**config.mk**
```make
export PLATFORM = sky130hd
export DESIGN_NAME = wopu_mul
export DESIGN_NICKNAME = d
export VERILOG_FILES = /design/src/sv/wheel_odometry_pose_update_assert.svh /design/src/sv/wopu_pkg.sv /design/src/sv/wopu_mul.sv
export SDC_FILE = /design/constraint.sdc
export NUM_CORES = 2
export LEC_CHECK = 0
export BUFFER_PORTS_ARGS = -buffer_cell sky130_fd_sc_hd__buf_2
export CELL_PAD_IN_SITES_DETAIL_PLACEMENT = 2
export CELL_PAD_IN_SITES_GLOBAL_PLACEMENT = 2
export CORE_ASPECT_RATIO = 0.5
export CORE_MARGIN = 2
export CORE_UTILIZATION = 30
export CTS_BUF_LIST = sky130_fd_sc_hd__clkbuf_8
export DETAILED_ROUTE_END_ITERATION = 7
export PLACE_DENSITY_LB_ADDON = 0.1
export SLEW_MARGIN = 20
export SYNTH_ARGS = -nofsm -noshare
export SYNTH_HDL_FRONTEND = slang
export SYNTH_SLANG_ARGS = --single-unit
export TNS_END_PERCENT = 5
```
**constraint.sdc**
```tcl
create_clock -name clk -period 12.29 [get_ports clk]
set_input_delay 2.458 -clock clk [delete_from_list [all_inputs] [get_ports clk]]
set_output_delay 2.458 -clock clk [all_outputs]
set_load 0.02 [all_outputs]
```
**src/sv/wheel_odometry_pose_update_assert.svh**
```systemverilog
// ============================================================================
// Wheel odometry pose update: assertion macros
// Concurrent assertion helpers, compiled out when ASSERT_OFF is defined.
// ============================================================================
`ifndef WHEEL_ODOMETRY_POSE_UPDATE_ASSERT_SVH
`define WHEEL_ODOMETRY_POSE_UPDATE_ASSERT_SVH
`ifndef ASSERT_OFF
// Check a property on every clock edge outside reset
`define WOPU_ASSERT(label, clk, rst_n, prop, msg) \
  label: assert property (@(posedge clk) disable iff (!rst_n) (prop)) else $error(msg);
// Check that a condition is followed by a consequence in the next cycle
`define WOPU_ASSERT_NEXT(label, clk, rst_n, ante, cons, msg) \
  label: assert property (@(posedge clk) disable iff (!rst_n) (ante) |=> (cons)) \
    else $error(msg);
`else
`define WOPU_ASSERT(label, clk, rst_n, prop, msg)
`define WOPU_ASSERT_NEXT(label, clk, rst_n, ante, cons, msg)
`endif
`endif

```
**src/sv/wopu_pkg.sv**
```systemverilog
// ============================================================================
// Wheel odometry pose update: package
// Sequencer states, codes, widths and the CORDIC arctangent table.
// ============================================================================
package wopu_pkg;

  // Operand and product widths of the shared multiplier
  localparam int MUL_W  = 33;
  localparam int PROD_W = 66;

  // Item opcodes
  localparam logic OP_UPDATE   = 1'b0;
  localparam logic OP_SET_POSE = 1'b1;

  // Register indexes (byte address bit 2)
  localparam logic REG_IDX_MIDDLE = 1'b0;
  localparam logic REG_IDX_GAIN   = 1'b1;

  // Quadrant codes from the top two bits of a 32-bit turn
  localparam logic [1:0] QUAD_0 = 2'd0;
  localparam logic [1:0] QUAD_1 = 2'd1;
  localparam logic [1:0] QUAD_2 = 2'd2;
  localparam logic [1:0] QUAD_3 = 2'd3;

  // CORDIC start value, pre-scaled by the inverse gain, Q2.30
  localparam logic signed [31:0] CORDIC_GAIN_Q30 = 32'sd652032874;

  // Rounding constant for Q24.8 x Q2.30 products
  localparam logic signed [63:0] ROUND_Q30 = 64'sh0000_0000_2000_0000;

  // atan(2^-i) in units of 2^32 per turn
  localparam logic [31:0] ATAN_TURNS [32] = '{
    32'h20000000, 32'h12E4051E, 32'h09FB385B, 32'h051111D4, 32'h028B0D43,
    32'h0145D7E1, 32'h00A2F61E, 32'h00517C55, 32'h0028BE53, 32'h00145F2F,
    32'h000A2F98, 32'h000517CC, 32'h00028BE6, 32'h000145F3, 32'h0000A2F9,
    32'h0000517C, 32'h000028BE, 32'h0000145F, 32'h00000A2F, 32'h00000517,
    32'h0000028B, 32'h00000145, 32'h000000A2, 32'h00000051, 32'h00000028,
    32'h00000014, 32'h0000000A, 32'h00000005, 32'h00000002, 32'h00000001,
    32'h00000000, 32'h00000000
  };

  // Sequencer states
  typedef enum logic [3:0] {
    ST_IDLE,
    ST_MLO,
    ST_MHI,
    ST_ANG,
    ST_ST1,
    ST_W1,
    ST_ST2,
    ST_W2,
    ST_PM0,
    ST_PM1,
    ST_PM2,
    ST_PM3,
    ST_PM4,
    ST_FIN,
    ST_OUT
  } state_t;

endpackage

```
**src/sv/wopu_mul.sv**
```systemverilog
// ============================================================================
// Wheel odometry pose update: shared multiplier
// Signed 33 x 33 multiplier with a registered product.
// ============================================================================
module wopu_mul
  import wopu_pkg::*;
(
  input  logic                     clk,
  input  logic signed [MUL_W-1:0]  op_a,
  input  logic signed [MUL_W-1:0]  op_b,
  output logic signed [PROD_W-1:0] prod_r
);

  logic signed [PROD_W-1:0] prod_nxt;

  // Form the full product
  assign prod_nxt = op_a * op_b;

  // Register the product
  always_ff @(posedge clk) begin
    prod_r <= prod_nxt;
  end

endmodule

```
Yosys cells after proc, flatten, opt, wreduce, memory -nomap -nowiden
Cells that the tools add are included.
- register bits after elaboration: 66
- latch bits: 0
- RAM bits: 0
- memory bits (read-only): 0
- input port bits: 67
- logic and storage cells: 2
- memories: 0
- $add $sub $neg: 0
- $mul: 1
- div/mod/pow operators: 0
- magnitude comparators: 0
- equal/unequal tests: 0
- shifts and indexed selects: 0
- muxes and demuxes: 0
- bitwise logic cells: 0
- reductions and logical operators: 0
- operator list (operator ; number):
    $mul A33 B33 Y66 ; 1

Depth between registers and ports, before layout
- word-level depth: 1
- gate-level depth with buffers: 29

Worst setup path before layout
No wires, ideal clock.
- kind: in2reg
- start: in op_a[32]
- end: reg prod_r[65]
- library setup time: 0.072 ns
- arrival time: 9.607 ns
- data required time: 12.218 ns
- setup slack: 2.611 ns
- stages on the path: 22
- path buffers: 2
- cell sequence: clkbuf_1 nand2_1 inv_1 fa_1 fa_1 fa_1 fa_1 fa_1 fa_1 fa_1 inv_1 fa_1 inv_1 ha_1 clkbuf_1 a21o_1 a21o_1 a221o_1 a31oi_2 o211ai_1 o41ai_2 xnor2_1
- word-level cells in the longest chain between the ends: 1
- RTL lines (element ; RTL line ; source):
    from (decl) ; wopu_mul.sv:9 ; input logic signed [MUL_W-1:0] op_a,
    $mul A33 B33 Y66 ; wopu_mul.sv:17 ; assign prod_nxt = op_a * op_b;
    named net prod_nxt[65] ; wopu_mul.sv:14 ; logic signed [PROD_W-1:0] prod_nxt;
    to (signal assigned) ; wopu_mul.sv:21 ; prod_r <= prod_nxt;
    to (decl) ; wopu_mul.sv:11 ; output logic signed [PROD_W-1:0] prod_r
The timed path passes the listed nets, and every way through them passes these cells.

Worst setup path in the final report
- start: in op_b[4]
- end: reg prod_r[59]
- word-level cells in the longest chain between the ends: 1
- RTL lines (element ; RTL line ; source):
    from (decl) ; wopu_mul.sv:10 ; input logic signed [MUL_W-1:0] op_b,
    $mul A33 B33 Y66 ; wopu_mul.sv:17 ;
    named net prod_nxt[59] ; wopu_mul.sv:14 ;
The timed path passes the listed nets, and every way through them passes these cells.

==> impl_metrics.ini <==
[critical_path]
crit_top_cell = fa_1
max_stage_delay_ns = 1.37
cp.arrival_ns = 11.47
path_class = in2reg
path_cells = buf_2, and2_1, fa_1, fa_1, fa_1, fa_1, fa_1, fa_1, fa_1, inv_1, fa_1, inv_1, ha_1, a21o_1, a211oi_1, a31oi_1, a211oi_2, o21ai_1, o41ai_2, xnor2_1
cp_max_fo = 33
crit_buf_inv = 3
startpoint_type = input pin
required_ns = 12.70
critPathCaptureType = flop
crit_slowest_cell = fa_1
crit_family = adder cells

[yosys]
ys_ff_latch = 66
seq_area_frac_synth_pct = 3.27
ys_top_cells_by_count = fa_1 (1145), inv_1 (1133), and2_1 (562)
syn-num-nets = 5731
ys_types = 61
syn_area_mm2 = 0.0404
synth_flop_cell = dfxtp_1
async_flop_share_pct = 0
synth_cells = 4302
synth.most_common_cell = fa_1
synth-edff-count = 0
avgSynthCellArea_um2 = 9.38
yosysWarnings = 0
yosysTopAreaCell = fa_1
synth_top_cell_area_share_pct = 56.8
netlist_top_cells_area = fa_1 (57%), inv_1 (11%), and2_1 (8.7%)

[sta]
slew_headroom_pct = 27.3
tns_ns = 0
hold_viol = 0
setup_viol = 0
fin_crit_sh_pct = 90.0
tightest_slew_ns = 1.09
max_freq_mhz = 90.4
period_minus_slack_ns = 11.06
slew_viol_final = 0
rsz0062_at_grt = no

[placed_design]
hpwl_mm = 115
post_dp_cell_area_mm2 = 0.0427
portBuffers = 132
gp_congestion = 0.799

[clocking]
cts-resized-gates = 0
cts_root_buf = clkbuf_8
cts_max_level = 3
numCtsBuffers = 9
cts_tree = done
hold_buffers = 0
clockBufferDepth = 2
cts_sinks = 66
path_clk_slew_ns = 0.10
cts_setup_buffers = 0

[layout]
nets = 5683
drive_above_1_share_pct = 4.70
largest_registers = prod_r (66)
largest_register_ffs = 66
final_util_pct = 32.0
largest_register = prod_r
finalInstanceArea_mm2 = 0.0429
area_growth_pct = 6.27

[hold_path]
whs_endpoint = prod_r[0]
holdPathStages = 2
holdCritPathClass = in2reg
worstHoldStart = op_b[0]

[drt]
wl_per_cell_um = 22.8
wirelength_mm = 138
drc = 0
initialDrtViolationCount = 887
vias = 27955
detail_route.first_pass.iterations = 5
ant_nets = 0
viasPerCell = 4.61

[global_routing]
grt_pass1_wl_mm = 213
antenna_found_initial = 11
gr-total-overflow = 0
grt_pass1_vias = 34047
grt.total_usage_pct = 20.9
grt_max_degree = 34

[die]
die_w_um = 523
row_count = 95
dieArea_mm2 = 0.138
coreArea_mm2 = 0.134
start_util_pct = 30.1
pin_count = 133
die_h_um = 263

[run]
drv_cap = 0

[outcome]
status = finished, final reports clean
placed cells by master, fill, tap and decap left out, types with 3 or more instances in the layout:
cell	n
o21bai_1	8
dfxtp_1	66
nand2b_1	9
o21ba_2	3
a211oi_2	4
o22ai_1	3
nand2_1	543
inv_1	1133
buf_4	30
nor4_1	5
o21a_1	7
xor2_1	20
nor2b_1	3
nand4_1	9
a221o_1	3
diode_2	7
a21o_1	28
a31oi_1	9
and2_1	562
ha_1	217
xnor2_1	55
and4_1	7
o211ai_1	7
buf_2	132
fa_1	1145
o21ai_0	37
nand3_1	18
and3_1	7
clkbuf_8	10
nor2_1	47
a211oi_1	5
a21oi_1	73
nor3_1	7
o21ai_1	5
or2_2	4
layer usage:
| layer | track usage [%] | share of wire (%) | routed length (µm) | vias up |
|---|---|---|---|---|
| met5 | 0 | 0.0094 | 13 | - |
| met4 | 5.12 | 2.4 | 3260 | 2 |
| met3 | 2.10 | 2.7 | 3770 | 122 |
| met2 | 38.2 | 53 | 72900 | 364 |
| met1 | 26.3 | 42 | 57900 | 15375 |
| li1 | - | - | - | 12092 |
through the flow:
stage                     cells  hold WS [ns]  setup slack (ns)
after floorplan            4302          2.59              2.61
after global placement     6037          2.87             0.764
after detailed placement   6037          2.88             0.687
after CTS                  6053          2.49              1.22
after global routing       6055          2.56             0.769
final                      6060          2.56              1.23
final cells by class:
cell class | count | area, µm²
Clock buffer | 10 | 138
Sequential cell | 66 | 1320
Fill cell | 14843 | 91100
Timing Repair Buffer | 162 | 886
Tap cell | 1794 | 2240
Multi-Input combinational cell | 2882 | 34000
Inverter | 1133 | 4250
Antenna cell | 7 | 17.5
Clock inverter | 6 | 81.3
logic make-up after synthesis:
family	synth area share, %
XOR/XNOR	1.63
AND/OR/NAND/NOR	15.4
adder cells (fa/ha/maj)	63.5
AO/OA/AOI/OAI	3.60
buffers and inverters	12.6
flip-flops	3.27
worst max-delay path by stage:
stage / slack, ns / cells past startpoint / start / to
final: 1.23 / 20 / op_b[4] / prod_r[59]
after detailed placement: 0.69 / 20 / op_b[1] / prod_r[59]
after global placement: 0.76 / 21 / op_b[0] / prod_r[59]
after global routing: 0.77 / 21 / op_b[0] / prod_r[59]
after CTS: 1.22 / 20 / op_b[1] / prod_r[59]
after floorplan: 2.61 / 22 / op_a[32] / prod_r[65]
Power is left out: the tool's default activity adds up to more than one toggle a clock period on the data nets, which glitch-free logic cannot reach.
